<file path="config.mk">
export PLATFORM = sky130hd
export DESIGN_NAME = contiguous_block_allocator
export DESIGN_NICKNAME = d
export VERILOG_FILES = /design/src/hdl/cba_pkg.sv /design/src/hdl/cba_ram.sv /design/src/hdl/cba_hole_scan.sv /design/src/hdl/contiguous_block_allocator.sv
export SDC_FILE = /design/constraint.sdc
export NUM_CORES = 1
export LEC_CHECK = 0
export BUFFER_PORTS_ARGS = -buffer_cell sky130_fd_sc_hd__buf_2
export CORE_MARGIN = 4
export CORE_UTILIZATION = 50
export CTS_CLUSTER_SIZE = 14
export DETAILED_ROUTE_END_ITERATION = 8
export PLACE_DENSITY_LB_ADDON = 0.1
export SLEW_MARGIN = 20
export SYNTH_ARGS = -nofsm -noshare
export SYNTH_HDL_FRONTEND = slang
export SYNTH_HIERARCHICAL = 1
export SYNTH_SLANG_ARGS = --single-unit
</file>
<file path="constraint.sdc">
create_clock -name clk -period 10.4 [get_ports clk]
set_clock_uncertainty 0.15 [all_clocks]
set_input_delay 1.04 -clock clk [delete_from_list [all_inputs] [get_ports clk]]
set_output_delay 1.04 -clock clk [all_outputs]
set_load 0.02 [all_outputs]
</file>
<file path="src/hdl/cba_pkg.sv">
package cba_pkg;

    localparam logic OP_ALLOC   = 1'b0;
    localparam logic OP_RELEASE = 1'b1;

    localparam logic [1:0] POL_FIRST = 2'd0;
    localparam logic [1:0] POL_BEST  = 2'd1;
    localparam logic [1:0] POL_WORST = 2'd2;

    localparam logic [1:0] ST_DONE    = 2'd0;
    localparam logic [1:0] ST_NOFIT   = 2'd1;
    localparam logic [1:0] ST_INVALID = 2'd2;

    localparam logic [4:0] FREED_MAX = 5'd31;

    typedef struct packed {
        logic clear;
        logic step;
        logic free_here;
    } scan_ctl_t;

endpackage

</file>
<file path="src/hdl/cba_ram.sv">
module cba_ram #(
    parameter int WIDTH = 9,
    parameter int DEPTH = 16
) (
    input  logic                     clk,
    input  logic                     we,
    input  logic [$clog2(DEPTH)-1:0] waddr,
    input  logic [WIDTH-1:0]         wdata,
    input  logic [$clog2(DEPTH)-1:0] raddr,
    output logic [WIDTH-1:0]         rdata
);

    logic [WIDTH-1:0] mem [DEPTH];

    always_ff @(posedge clk)
    begin
        if (we)
        begin
            mem[waddr] <= wdata;
        end
        rdata <= mem[raddr];
    end

endmodule

</file>
<file path="src/hdl/cba_hole_scan.sv">
module cba_hole_scan #(
    parameter int BLOCKS = 16
) (
    input  logic                      clk,
    input  logic                      rst_n,
    input  cba_pkg::scan_ctl_t        ctl,
    input  logic [$clog2(BLOCKS)-1:0] idx,
    input  logic [1:0]                policy,
    input  logic [4:0]                size,
    output logic                      found,
    output logic [$clog2(BLOCKS)-1:0] best_start
);

    localparam int AW = $clog2(BLOCKS);
    localparam int CW = $clog2(BLOCKS + 1);
    localparam int LW = CW + 5;

    logic [AW-1:0] run_start_reg;
    logic [CW-1:0] run_len_reg;
    logic          found_reg;
    logic [AW-1:0] best_start_reg;
    logic [CW-1:0] best_len_reg;
    logic          fits;
    logic          take;

    assign fits = LW'(run_len_reg) >= LW'(size);

    always_comb
    begin
        take = 1'b0;
        if (fits)
        begin
            if (!found_reg)
            begin
                take = 1'b1;
            end
            else if (policy == cba_pkg::POL_BEST)
            begin
                take = run_len_reg < best_len_reg;
            end
            else if (policy == cba_pkg::POL_WORST)
            begin
                take = run_len_reg > best_len_reg;
            end
        end
    end

    always_ff @(posedge clk or negedge rst_n)
    begin
        if (!rst_n)
        begin
            run_len_reg <= '0;
            found_reg   <= 1'b0;
        end
        else if (ctl.clear)
        begin
            run_len_reg <= '0;
            found_reg   <= 1'b0;
        end
        else if (ctl.step)
        begin
            if (ctl.free_here)
            begin
                run_len_reg <= run_len_reg + CW'(1);
            end
            else
            begin
                run_len_reg <= '0;
                if (take)
                begin
                    found_reg <= 1'b1;
                end
            end
        end
    end

    always_ff @(posedge clk)
    begin
        if (ctl.clear)
        begin
            best_start_reg <= '0;
            best_len_reg   <= '0;
        end
        else if (ctl.step)
        begin
            if (ctl.free_here)
            begin
                if (run_len_reg == '0)
                begin
                    run_start_reg <= idx;
                end
            end
            else if (take)
            begin
                best_start_reg <= run_start_reg;
                best_len_reg   <= run_len_reg;
            end
        end
    end

    assign found      = found_reg;
    assign best_start = best_start_reg;

endmodule

</file>
<file path="src/hdl/contiguous_block_allocator.sv">
// one request at a time; the next input transfer is taken from the cycle after the
// result register is loaded
// reset: asynchronous active low; a clearing pass then frees every block, and no
// input transfer is taken until it ends
module contiguous_block_allocator #(
    parameter int BLOCKS     = 16,
    parameter int OWNER_BITS = 8
) (
    input  logic       clk,
    input  logic       rst_n,
    input  logic       in_valid,
    output logic       in_stall,
    input  logic       operation,
    input  logic [1:0] policy,
    input  logic [7:0] owner_id,
    input  logic [4:0] size_requested,
    output logic       out_valid,
    input  logic       out_stall,
    output logic [1:0] status,
    output logic [3:0] start_address,
    output logic [3:0] end_address,
    output logic [4:0] freed_count
);

    localparam int AW = $clog2(BLOCKS);
    localparam int CW = $clog2(BLOCKS + 1);
    localparam int DW = OWNER_BITS + 1;
    localparam int EW = AW + 5;

    localparam logic [2:0] S_CLEAR    = 3'd0;
    localparam logic [2:0] S_IDLE     = 3'd1;
    localparam logic [2:0] S_SCAN     = 3'd2;
    localparam logic [2:0] S_SCAN_END = 3'd3;
    localparam logic [2:0] S_MARK     = 3'd4;
    localparam logic [2:0] S_REL      = 3'd5;
    localparam logic [2:0] S_RESP     = 3'd6;

    logic [2:0]            state_reg, state_next;
    logic [CW-1:0]         cnt_reg, cnt_next;
    logic                  pend_reg, pend_next;
    logic [AW-1:0]         pend_idx_reg, pend_idx_next;
    logic [4:0]            mark_cnt_reg, mark_cnt_next;
    logic [4:0]            freed_reg, freed_next;

    logic [1:0]            req_policy_reg;
    logic [OWNER_BITS-1:0] req_owner_reg;
    logic [4:0]            req_size_reg;

    logic [1:0]            res_status_reg, res_status_next;
    logic [3:0]            res_start_reg, res_start_next;
    logic [3:0]            res_end_reg, res_end_next;

    logic                  out_valid_reg, out_valid_next;
    logic [1:0]            out_status_reg;
    logic [3:0]            out_start_reg;
    logic [3:0]            out_end_reg;
    logic [4:0]            out_freed_reg;

    logic [OWNER_BITS+7:0] owner_ext;
    logic [OWNER_BITS-1:0] owner_in;
    logic                  in_xfer;
    logic                  req_invalid;
    logic                  resp_load;
    logic                  cnt_done;
    logic                  hit;

    logic                  ram_we;
    logic [AW-1:0]         ram_waddr;
    logic [DW-1:0]         ram_wdata;
    logic [DW-1:0]         ram_rdata;

    cba_pkg::scan_ctl_t    scan_ctl;
    logic                  scan_found;
    logic [AW-1:0]         scan_start;
    logic [EW-1:0]         end_sum;
    logic [EW-1:0]         start_ext;
    logic [EW-1:0]         mark_sum;

    assign owner_ext   = {{OWNER_BITS{1'b0}}, owner_id};
    assign owner_in    = owner_ext[OWNER_BITS-1:0];
    assign in_stall    = state_reg != S_IDLE;
    assign in_xfer     = in_valid && !in_stall;
    assign req_invalid = (size_requested == 5'd0) || (32'(size_requested) > BLOCKS)
                         || (policy != cba_pkg::POL_FIRST && policy != cba_pkg::POL_BEST
                             && policy != cba_pkg::POL_WORST);
    assign cnt_done    = cnt_reg == CW'(BLOCKS);
    assign hit         = ram_rdata[OWNER_BITS]
                         && (ram_rdata[OWNER_BITS-1:0] == req_owner_reg);
    assign resp_load   = (state_reg == S_RESP) && (!out_valid_reg || !out_stall);
    assign start_ext   = EW'(scan_start);
    assign end_sum     = start_ext + EW'(req_size_reg) - EW'(1);
    assign mark_sum    = start_ext + EW'(mark_cnt_reg);

    cba_ram #(
        .WIDTH (DW),
        .DEPTH (BLOCKS)
    ) u_map (
        .clk   (clk),
        .we    (ram_we),
        .waddr (ram_waddr),
        .wdata (ram_wdata),
        .raddr (cnt_reg[AW-1:0]),
        .rdata (ram_rdata)
    );

    cba_hole_scan #(
        .BLOCKS (BLOCKS)
    ) u_scan (
        .clk        (clk),
        .rst_n      (rst_n),
        .ctl        (scan_ctl),
        .idx        (pend_idx_reg),
        .policy     (req_policy_reg),
        .size       (req_size_reg),
        .found      (scan_found),
        .best_start (scan_start)
    );

    always_comb
    begin
        state_next      = state_reg;
        cnt_next        = cnt_reg;
        pend_next       = 1'b0;
        pend_idx_next   = cnt_reg[AW-1:0];
        mark_cnt_next   = mark_cnt_reg;
        freed_next      = freed_reg;
        res_status_next = res_status_reg;
        res_start_next  = res_start_reg;
        res_end_next    = res_end_reg;
        out_valid_next  = out_valid_reg && out_stall;
        scan_ctl        = '0;
        ram_we          = 1'b0;
        ram_waddr       = cnt_reg[AW-1:0];
        ram_wdata       = '0;

        unique case (state_reg)
            S_CLEAR:
            begin
                ram_we   = 1'b1;
                cnt_next = cnt_reg + CW'(1);
                if (cnt_reg == CW'(BLOCKS - 1))
                begin
                    cnt_next   = '0;
                    state_next = S_IDLE;
                end
            end
            S_IDLE:
            begin
                if (in_xfer)
                begin
                    cnt_next        = '0;
                    freed_next      = '0;
                    res_status_next = cba_pkg::ST_DONE;
                    res_start_next  = '0;
                    res_end_next    = '0;
                    if (operation == cba_pkg::OP_RELEASE)
                    begin
                        state_next = S_REL;
                    end
                    else if (req_invalid)
                    begin
                        res_status_next = cba_pkg::ST_INVALID;
                        state_next      = S_RESP;
                    end
                    else
                    begin
                        scan_ctl.clear = 1'b1;
                        state_next     = S_SCAN;
                    end
                end
            end
            S_SCAN:
            begin
                if (!cnt_done)
                begin
                    cnt_next  = cnt_reg + CW'(1);
                    pend_next = 1'b1;
                end
                if (pend_reg)
                begin
                    scan_ctl.step      = 1'b1;
                    scan_ctl.free_here = !ram_rdata[OWNER_BITS];
                end
                else if (cnt_done)
                begin
                    // closing step so a hole at the end of the map is counted
                    scan_ctl.step = 1'b1;
                    state_next    = S_SCAN_END;
                end
            end
            S_SCAN_END:
            begin
                if (scan_found)
                begin
                    res_start_next = start_ext[3:0];
                    res_end_next   = end_sum[3:0];
                    mark_cnt_next  = '0;
                    state_next     = S_MARK;
                end
                else
                begin
                    res_status_next = cba_pkg::ST_NOFIT;
                    state_next      = S_RESP;
                end
            end
            S_MARK:
            begin
                ram_we        = 1'b1;
                ram_waddr     = mark_sum[AW-1:0];
                ram_wdata     = {1'b1, req_owner_reg};
                mark_cnt_next = mark_cnt_reg + 5'd1;
                if (mark_cnt_reg == req_size_reg - 5'd1)
                begin
                    state_next = S_RESP;
                end
            end
            S_REL:
            begin
                if (!cnt_done)
                begin
                    cnt_next  = cnt_reg + CW'(1);
                    pend_next = 1'b1;
                end
                if (pend_reg)
                begin
                    if (hit)
                    begin
                        ram_we    = 1'b1;
                        ram_waddr = pend_idx_reg;
                        ram_wdata = {1'b0, req_owner_reg};
                        if (freed_reg != cba_pkg::FREED_MAX)
                        begin
                            freed_next = freed_reg + 5'd1;
                        end
                    end
                end
                else if (cnt_done)
                begin
                    state_next = S_RESP;
                end
            end
            S_RESP:
            begin
                if (resp_load)
                begin
                    out_valid_next = 1'b1;
                    state_next     = S_IDLE;
                end
            end
            default:
            begin
                state_next = S_IDLE;
            end
        endcase
    end

    always_ff @(posedge clk or negedge rst_n)
    begin
        if (!rst_n)
        begin
            state_reg     <= S_CLEAR;
            cnt_reg       <= '0;
            pend_reg      <= 1'b0;
            out_valid_reg <= 1'b0;
        end
        else
        begin
            state_reg     <= state_next;
            cnt_reg       <= cnt_next;
            pend_reg      <= pend_next;
            out_valid_reg <= out_valid_next;
        end
    end

    always_ff @(posedge clk)
    begin
        pend_idx_reg   <= pend_idx_next;
        mark_cnt_reg   <= mark_cnt_next;
        freed_reg      <= freed_next;
        res_status_reg <= res_status_next;
        res_start_reg  <= res_start_next;
        res_end_reg    <= res_end_next;
        if (in_xfer)
        begin
            req_policy_reg <= policy;
            req_owner_reg  <= owner_in;
            req_size_reg   <= size_requested;
        end
        if (resp_load)
        begin
            out_status_reg <= res_status_reg;
            out_start_reg  <= res_start_reg;
            out_end_reg    <= res_end_reg;
            out_freed_reg  <= freed_reg;
        end
    end

    assign out_valid     = out_valid_reg;
    assign status        = out_status_reg;
    assign start_address = out_start_reg;
    assign end_address   = out_end_reg;
    assign freed_count   = out_freed_reg;

endmodule
</file>
=== Yosys cells after proc, flatten, opt, wreduce, memory -nomap -nowiden ===
Memories as Yosys holds them, arrays and structs flattened. A register that Yosys moved wholly into a read port is not among the register bits.
Cells that the tools add are included.

* Bits in registers: 83
* Bits in writable memories: 144
* Input bits: 20
* Output and inout bits: 17
* Word-level logic and storage cells: 168
* Memories: 1

* Add/sub/neg operators: 8
* Order comparisons: 4
* Equality and inequality tests: 31
* Mux-type cells: 66
* Bitwise gates (word level): 2
* Reductions and logical operators: 34

{| class="wikitable"
|+ Memories
! memory !! words !! width !! rd ports !! clocked after Yosys merged registers in !! write ports !! RTL line !! source
|-
| u_map.mem || 16 || 9 || 1 || 1 || 1 || cba_ram.sv:13 || <nowiki>logic [WIDTH-1:0] mem [DEPTH];</nowiki>
|}

{| class="wikitable"
|+ Operators with widths
! cell !! count
|-
| $mux 5 || 10
|-
| $mux 3 || 10
|-
| $ne 2x2->1 const B || 14
|-
| $pmux 4 s2 || 3
|-
| $mux 1 || 23
|-
| $pmux 3 s7 || 1
|-
| $add 5x1->5 const B || 4
|-
| $mux 4 || 5
|-
| $pmux 5 s2 || 2
|-
| $pmux 9 s2 || 1
|-
| $mux 8 || 2
|-
| $pmux 5 s3 || 1
|-
| $reduce_and 3->1 || 5
|-
| $mux 2 || 6
|-
| $reduce_bool 2->1 || 6
|-
| $logic_not 5->1 || 2
|-
| $eq 3x3->1 const B || 3
|-
| $add 4x4->4 || 2
|-
| $eq 8x8->1 || 1
|-
| $reduce_and 8->1 || 1
|-
| $eq 3x2->1 const B || 2
|-
| $logic_and 1x1->1 || 6
|-
| $ne 2x1->1 const B || 3
|-
| $eq 5x4->1 const B || 1
|-
| other kinds (24) || 31
|}

=== Logic depth before layout (Yosys ltp) ===
Gate-level depths: netlist of the first run.

* Depth after elaboration: 10
* Depth in mapped cells: 11
* Mapped depth without buffers: 10

=== Cells and area by module ===
The synthesis of the first run kept the hierarchy.

{| class="wikitable"
|+ By module, submodules not included
! module !! times used !! cells each !! area an instance (um^2)
|-
| cba_ram || 1 || 254 || 5,780.5
|-
| contiguous_block_allocator || 1 || 275 || 3,271.9
|-
| cba_hole_scan || 1 || 115 || 1,064.8
|}

=== Worst setup path before layout of the first run ===
OpenSTA, ideal clock, no wires.

* Path type: reg-to-reg
* Start point: register state_reg[2]
* End point: memory u_map.mem[0][0] (enable)
* Arrival time: 2.764 ns
* Setup slack: 7.099 ns
* Stages on the path, launching flop included: 11
* Buffers on the path: 3
* Clock period less this slack: 3.301 ns
* Cells stage by stage: dfrtp_1 > buf_4 > nor2b_2 > nand2b_1 > buf_2 > inv_2 > a31oi_1 > buf_2 > a221o_1 > or3b_2 > nor3_1

* Elaborated cells between the ends (all ways): 8
* Those cells by class: 2 x eq/ne; 4 x mux; 2 x reduce/logical

{| class="wikitable"
|+ RTL lines
! element !! RTL line !! source
|-
| start: declaration || contiguous_block_allocator.sv:38 || <nowiki>logic [2:0] state_reg, state_next;</nowiki>
|-
| start signal: assignment || contiguous_block_allocator.sv:268 || <nowiki>state_reg <= state_next;</nowiki>
|-
| $eq 3x3->1 || contiguous_block_allocator.sv:136 || <nowiki>unique case (state_reg)</nowiki>
|-
| $pmux 4 s2 (*) || contiguous_block_allocator.sv:136 ||
|-
| net ram_waddr[2] || contiguous_block_allocator.sv:68 || <nowiki>logic [AW-1:0] ram_waddr;</nowiki>
|-
| end: declaration || cba_ram.sv:13 ||
|}

Mark *: on every way through the listed nets, which the timed path passes. The rest lies on a longest branch.

=== Final worst setup path of the first run ===
* Start point: register state_reg[2]
* End point: memory u_map.mem[3][7] (enable)

Same word-level chain as after synthesis.

==> metrics, run 1 <==
status=finished clean; slowest CP cell=dfrtp_1; initial antenna violation count=0; Core ar.=19700 um2; Synth Warn #=6; syn_nets=693; Initial Util=51.5%; Post-DRT Antenna Nets=0; RSZ-0062 raised after global routing=no; Cells after Synth=644; Final setup viols=0; Worst-Margin Slew=0.894 ns; mapped cell area=10100 um2; pin count of the biggest net entering global routing=42; GRT Util Overall=between 10% and 20%; Post-CTS Resized=0; Final Critical Period=4.01 ns; Final Instance Area=11400 um2; Filler Cell Count=1572; P&R area growth vs syn=13.1%; unique cell type count in the Yosys netlist=between 60 and 70; Sink Count=236; htree depth=1; Die W=150 um; WL/cell=20.5 um; top_reg_cell synth=edfxtp_1; crit path kind=flip-flop to flip-flop; DP HPWL=13500 um; Seq cells post-synth=around 240; Critical Path Sink Type=flip-flop; max incr delay on CP=0.70 ns; Final Wtd Congestion=0.807; via count=~5500; Max rail drop VDD=0.163 mV; total gr overflow=0; pwr dens=298 nW/um2; Startpoint Class=flip-flop; Setup Slack @ Placement=6.23 ns; max_slew headroom=around two fifths; CTS Hold Bufs=0; Pleak=between 4 and 5 nW; share of cells above drive strength 1=between 10% and 20%; Final WS setup=6.39 ns; placed cells=~940; chip height=150 um; Final Max Slew Viols=0; Site Rows=51; synthesized area per cell=roughly 16 um2; PortBufs=36; dpl cell area=10600 um2; crit-path max FO=21; Num CTS Buffers=25; Worst-Skew Late Latency=0.53 ns; Routed WL=20100 um; Pre-Repair DR Iteration Count=5; Max Cap Violations=0; FMAX=250 MHz; Layout Nets=746; final core occ=58.2%; max reg flops=between 100 and 150; routed vias/inst=5.64; DR DRC count=0; Finished Layout Cells=981; die area=22600 um2; first-pass GRT wire length=31400 um; asr flop ratio synth=6.78%; worst-path cell chain=nor2b_2 > nand2b_1 > inv_2 > a31oi_1 > a221o_1 > or3b_2 > nor2_1; Final Hold Viols=0; CTS tree=done; Post-CTS Setup Inserts=0; antenna fix cells=0; IO Count=37; WP data required=10.40 ns; Seq/Total Area, Yosys=between 60% and 70%; Hold Crit Class=flip-flop to flip-flop; Final period util=38.5%; Clock transition at path regs=roughly 0.06 ns; post-route setup TNS=0 ns; CTS Root Cell=clkbuf_16; clk buf depth=3; vias in the first global route=5598; DR iter-0 viols=422; Post-synth EDFFs=198; Worst EP arrival=~4.0 ns
## worst max-delay path, delay by kind of cell, from the launching register on
| kind | cells | cell delay [ns] |
|---|---|---|
| flops | 1 | 0.70 |
| simple gates | 4 | 1.71 |
| compound gates | 2 | 0.71 |
| buf+inv | 1 | 0.34 |
## cell type report
| cell class | instances | area [um2] | share of cell area (%) |
|---|---|---|---|
| clock buffer | 29 | 641 | 5.60 |
| clock inverter | 17 | 231 | 2.02 |
| inverter | 33 | 124 | 1.08 |
| multi-input combinational | 352 | 3050 | 26.6 |
| sequential | 236 | 6790 | 59.3 |
| tap | 265 | 332 | 2.90 |
| timing repair buffer | 49 | 278 | 2.43 |
## cells in the mapped netlist, types with 3 or more instances
cell      number  area [um2]
a211oi_1       6        45.0
a21o_1         4        30.0
a21oi_1       21         105
a221o_1        3        30.0
a221oi_1       3        26.3
a22oi_1       20         150
and2_1         4        25.0
and3_1         7        43.8
buf_2          7        35.0
buf_4          3        22.5
buf_6          4        45.0
clkbuf_1       5        18.8
dfrtp_1       16         400
dfxtp_1       22         440
edfxtp_1     198        5950
ha_1          27         338
inv_1         32         120
mux2i_1        3        30.0
mux4_1        15         394
mux4_2        21         473
nand2_1       31         116
nand2b_1      11        68.8
nand3_1       25         125
nand3b_1       4        30.0
nor2_1        41         154
nor2b_1       14        87.6
nor3_1         7        35.0
o21ai_0        6        30.0
o21ai_1       10        50.1
xnor2_1       12         105
xor2_1        16         140
## where the power goes
part / internal, W / leakage [nW] / switching, W
logic: 0.000407 / 1.55 / 0.000599
registers: 0.00134 / 2.22 / 0.000131
clock network: 0.000570 / 0.430 / 0.000360
## per-layer routing
| metal | share of wire, % | GRT usage [%] |
|---|---|---|
| met2 | 48 | 29.9 |
| met3 | 5.7 | 3.19 |
| met1 | 43 | 24.9 |
| met5 | 0 | 0 |
| met4 | 3.8 | 6.36 |
## cells by family after synthesis
family | after synthesis | share of synthesized area [%]
buf+inv | 56 | 2.93
simple gates | 164 | 8.78
flops | 236 | 67.1
xor+xnor | 28 | 2.42
fa+ha+maj | 29 | 3.73
mux | 41 | 9.09
compound gates | 90 | 5.96
## through the flow
step / hold slack [ns] / power [W]
3_3_place_gp: 0.251 / 0.00247
5_1_grt: 0.275 / 0.00360
6_report: 0.266 / 0.00341
4_1_cts: 0.265 / 0.00344
3_5_place_dp: 0.255 / 0.00250
2_1_floorplan: 0.250 / 0.00221
## path summary, 6_finish.rpt
kind / startpoint / end / slack, ns / cells after the start
setup / recovery: state_reg[2]$_DFFE_PN0P_ / u_map/mem[3][7]$_DFFE_PP_ / 6.39 / 7
hold / removal: res_start_reg[2]$_SDFFCE_PN0P_ / start_address[2]$_DFFE_PP_ / 0.27 / 0
setup reg to reg: state_reg[2]$_DFFE_PN0P_ / u_map/mem[3][7]$_DFFE_PP_ / 6.39 / 7
hold reg to reg: res_start_reg[2]$_SDFFCE_PN0P_ / start_address[2]$_DFFE_PP_ / 0.27 / 0
max in group asynchronous: rst_n / cnt_reg[0]$_DFFE_PN0P_ / 9.45 / 1
min in group asynchronous: rst_n / out_valid$_DFF_PN0_ / 0.31 / 1
## cell usage in the layout (no fill, tap or decap), types with 5 or more instances in the layout
| cell | netlist | final |
|---|---|---|
| mux4_2 | 21 | 21 |
| nor2_1 | 41 | 41 |
| clkbuf_16 | 0 | 25 |
| o21ai_0 | 6 | 6 |
| nor2b_1 | 14 | 14 |
| inv_1 | 32 | 32 |
| ha_1 | 27 | 27 |
| buf_2 | 7 | 36 |
| clkinv_2 | 0 | 7 |
| mux4_1 | 15 | 15 |
| and3_1 | 7 | 7 |
| a211oi_1 | 6 | 6 |
| o21ai_1 | 10 | 10 |
| bufinv_16 | 0 | 5 |
| nand2_1 | 31 | 31 |
| dfxtp_1 | 22 | 22 |
| dfrtp_1 | 16 | 15 |
| nand2b_1 | 11 | 11 |
| a22oi_1 | 20 | 20 |
| xor2_1 | 16 | 16 |
| buf_4 | 3 | 13 |
| xnor2_1 | 12 | 12 |
| nand3_1 | 25 | 25 |
| edfxtp_1 | 198 | 198 |
| a21oi_1 | 21 | 21 |
(Power assumes the default switching activity.)
==> inputs of run 2 (changes only) <==
--- a/config.mk
+++ b/config.mk
@@ -5,6 +5,7 @@
 export SDC_FILE = /design/constraint.sdc
 export NUM_CORES = 1
 export LEC_CHECK = 0
+export ABC_AREA = 1
 export BUFFER_PORTS_ARGS = -buffer_cell sky130_fd_sc_hd__buf_2
 export CORE_MARGIN = 4
 export CORE_UTILIZATION = 50
==> constraint.sdc (replaced) <==
create_clock -name clk -period 4 [get_ports clk]
set_clock_uncertainty 0.15 [all_clocks]
set_input_delay 0.4 -clock clk [delete_from_list [all_inputs] [get_ports clk]]
set_output_delay 0.4 -clock clk [all_outputs]
set_load 0.02 [all_outputs]
==> run 2 against run 1 <==
- critical path depth is 2 higher
- hold slack worse by 0.15 ns
- synthesized area is 10% higher
- highest routed layer unchanged
- via count is 39% higher
==> metrics, run 2 <==
post-route setup TNS=0 ns; Worst-Margin Slew=just under 0.9 ns; Num CTS Buffers=26; Setup Slack @ Placement=0.874 ns; initial antenna violation count=1; antenna fix cells=0; DR DRC count=0; DP HPWL=16900 um; DR iter-0 viols=601; vias in the first global route=7369; Final setup viols=0; GRT Util Overall=21.0%; asr flop ratio synth=6.78%; Reg2Reg Depth=9; routed vias/inst=around 5; most common library cell in the layout ignoring fill and taps=nand2_1; Hold Crit Class=input pin to flip-flop; Post-synth EDFFs=198; status=finished clean; synthesized area per cell=slightly below 10 um2; Max Cap Violations=0; Routed WL=25800 um; r2r endpoint=u_map/mem[15][1]$_DFFE_PP_; Pleak=5.64 nW; WL/cell=16.9 um; mapped cell area=11100 um2; IO Count=37; Worst-Skew Late Latency=0.53 ns; pin count of the biggest net entering global routing=76; r2r startpoint=state_reg[0]$_DFFE_PN0P_; Final WS setup=0.864 ns; hold path depth=5; clk buf depth=3; Seq/Total Area, Yosys=61.0%; top-area cell type share of the netlist area=53.4%; Critical Path Sink Type=flip-flop; Layout Nets=about 1300; WP data required=4.00 ns; first-pass GRT wire length=40200 um; Final period util=78.4%; Hold Path Sink=state_reg[0]$_DFFE_PN0P_; post-synth top area cell=edfxtp_1; synth top area cells=edfxtp_1, nand2_1, nand3_1; Final Wtd Congestion=0.879; commonest non-fill, non-tap cells in the layout=nand2_1, edfxtp_1, inv_1; chip height=157 um; CTS Root Cell=clkbuf_16; flop-to-flop setup slack=0.86 ns; via count=7710; Sink Count=around 240; Post-CTS Setup Inserts=0; list of most frequent post-synthesis cells=nand2_1, edfxtp_1, inv_1; Final Hold Viols=0; worst min-delay path startpoint=operation; Die W=157 um; PortBufs=36; Site Rows=54; max reg flops=144; Seq cells post-synth=between 200 and 250; pwr dens=711 nW/um2; total gr overflow=0; unique cell type count in the Yosys netlist=44; dominant cell by count in the synthesized netlist=nand2_1; FMAX=319 MHz; RSZ-0062 raised after global routing=no; Post-DRT Antenna Nets=0; share of cells above drive strength 1=between 10 and 15%; syn_nets=1193; CTS tree=done; Synth Warn #=6; P&R area growth vs syn=13.0%; crit path kind=flip-flop to flip-flop; Clock transition at path regs=~0.060 ns; htree depth=1; crit-path max FO=17; Worst EP arrival=~3.1 ns; die area=approximately 25000 um2; Max rail drop VDD=between 0.3 and 0.4 mV; Startpoint Class=flip-flop; Initial Util=around half; Final Critical Period=3.14 ns; max_slew headroom=40.3%; Core ar.=21800 um2; Pre-Repair DR Iteration Count=5; Final Max Slew Viols=0; top_reg_cell synth=edfxtp_1; Cells after Synth=roughly 1100
==> run 2: timing repair <==
action                    in CTS  in global routing
resized for setup              0                  0
hold buffers                  17                  0
hold endpoints to repair      32                  0
==> run 2: worst max-delay path by stage <==
| stage | start | end | slack [ns] | cells past startpoint |
|---|---|---|---|---|
| finish | state_reg[0]$_DFFE_PN0P_ | u_map/mem[15][1]$_DFFE_PP_ | 0.86 | 9 |
| CTS | state_reg[0]$_DFFE_PN0P_ | u_map/mem[1][1]$_DFFE_PP_ | 0.86 | 10 |
| floorplan | state_reg[1]$_DFFE_PN0P_ | u_scan/run_len_reg[4]$_DFFE_PN0P_ | 1.28 | 14 |
| detailed placement | state_reg[0]$_DFFE_PN0P_ | u_map/mem[1][3]$_DFFE_PP_ | 0.87 | 10 |
| global route | state_reg[0]$_DFFE_PN0P_ | u_map/mem[1][8]$_DFFE_PP_ | 0.63 | 10 |
| global placement | state_reg[0]$_DFFE_PN0P_ | u_map/mem[14][4]$_DFFE_PP_ | 1.0 | 9 |
==> run 2: area by class of cell <==
| type | instances | area (um2) |
|---|---|---|
| Fill cell | 1907 | 9250 |
| Timing Repair Buffer | 80 | 553 |
| Multi-Input combinational cell | 674 | 3310 |
| Tap cell | 280 | 350 |
| Clock buffer | 35 | 684 |
| Clock inverter | 12 | 116 |
| Inverter | 203 | 769 |
| Sequential cell | 236 | 6790 |
==> run 2: report_power, final <==
group          switching [W]  internal (W)
Combinational        0.00223      0.000916
Clock               0.000930       0.00133
Sequential          0.000249       0.00328
==> run 2: routing by layer <==
layer / wire length (um) / global-route usage, % / vias up / share of wire (%)
met2: 11300 / 32.3 / 177 / 44
met3: 1420 / 3.22 / 26 / 5.5
met4: 396 / 4.47 / 0 / 1.5
met1: 12600 / 32.1 / 3645 / 49
met5: 0 / 0 / - / 0
li1: - / - / 3862 / -
==> run 2: logic make-up (layout without fill, tap and decap cells) <==
logic type,Yosys count,count (layout),share of synthesized area [%]
buffers and inverters,234,330,9.27
AOI/OAI and AO/OA,60,60,2.99
DFF,236,236,61.0
xor gates and xnor gates,8,8,0.630
adders and majority gates,29,29,3.40
and+or+nand+nor,577,577,22.7
==> run 2: critical path, stage by stage, from the launching register on <==
cell	delay (ns)
dfrtp_1	0.50
nor2_1	0.19
nand2_1	0.26
inv_1	0.25
buf_4	0.27
nand2_1	0.08
o21ai_0	0.14
nand3b_1	0.17
nand2_1	0.12
nor2_1	0.62
==> run 2: through the flow <==
step / utilization (%) / hold WS (ns) / cells / total power [W] / cell area (um2)
detailed placement: 53.2 / 0.224 / 1456 / 0.00669 / 11600
CTS: 57.6 / 0.0854 / 1520 / 0.00898 / 12600
finish: 57.6 / 0.112 / 1520 / 0.00893 / 12600
global route: 57.6 / 0.134 / 1520 / 0.00952 / 12600
global placement: 53.2 / 0.228 / 1456 / 0.00665 / 11600
floorplan: - / -0.0456 / 1144 / 0.00585 / 11100
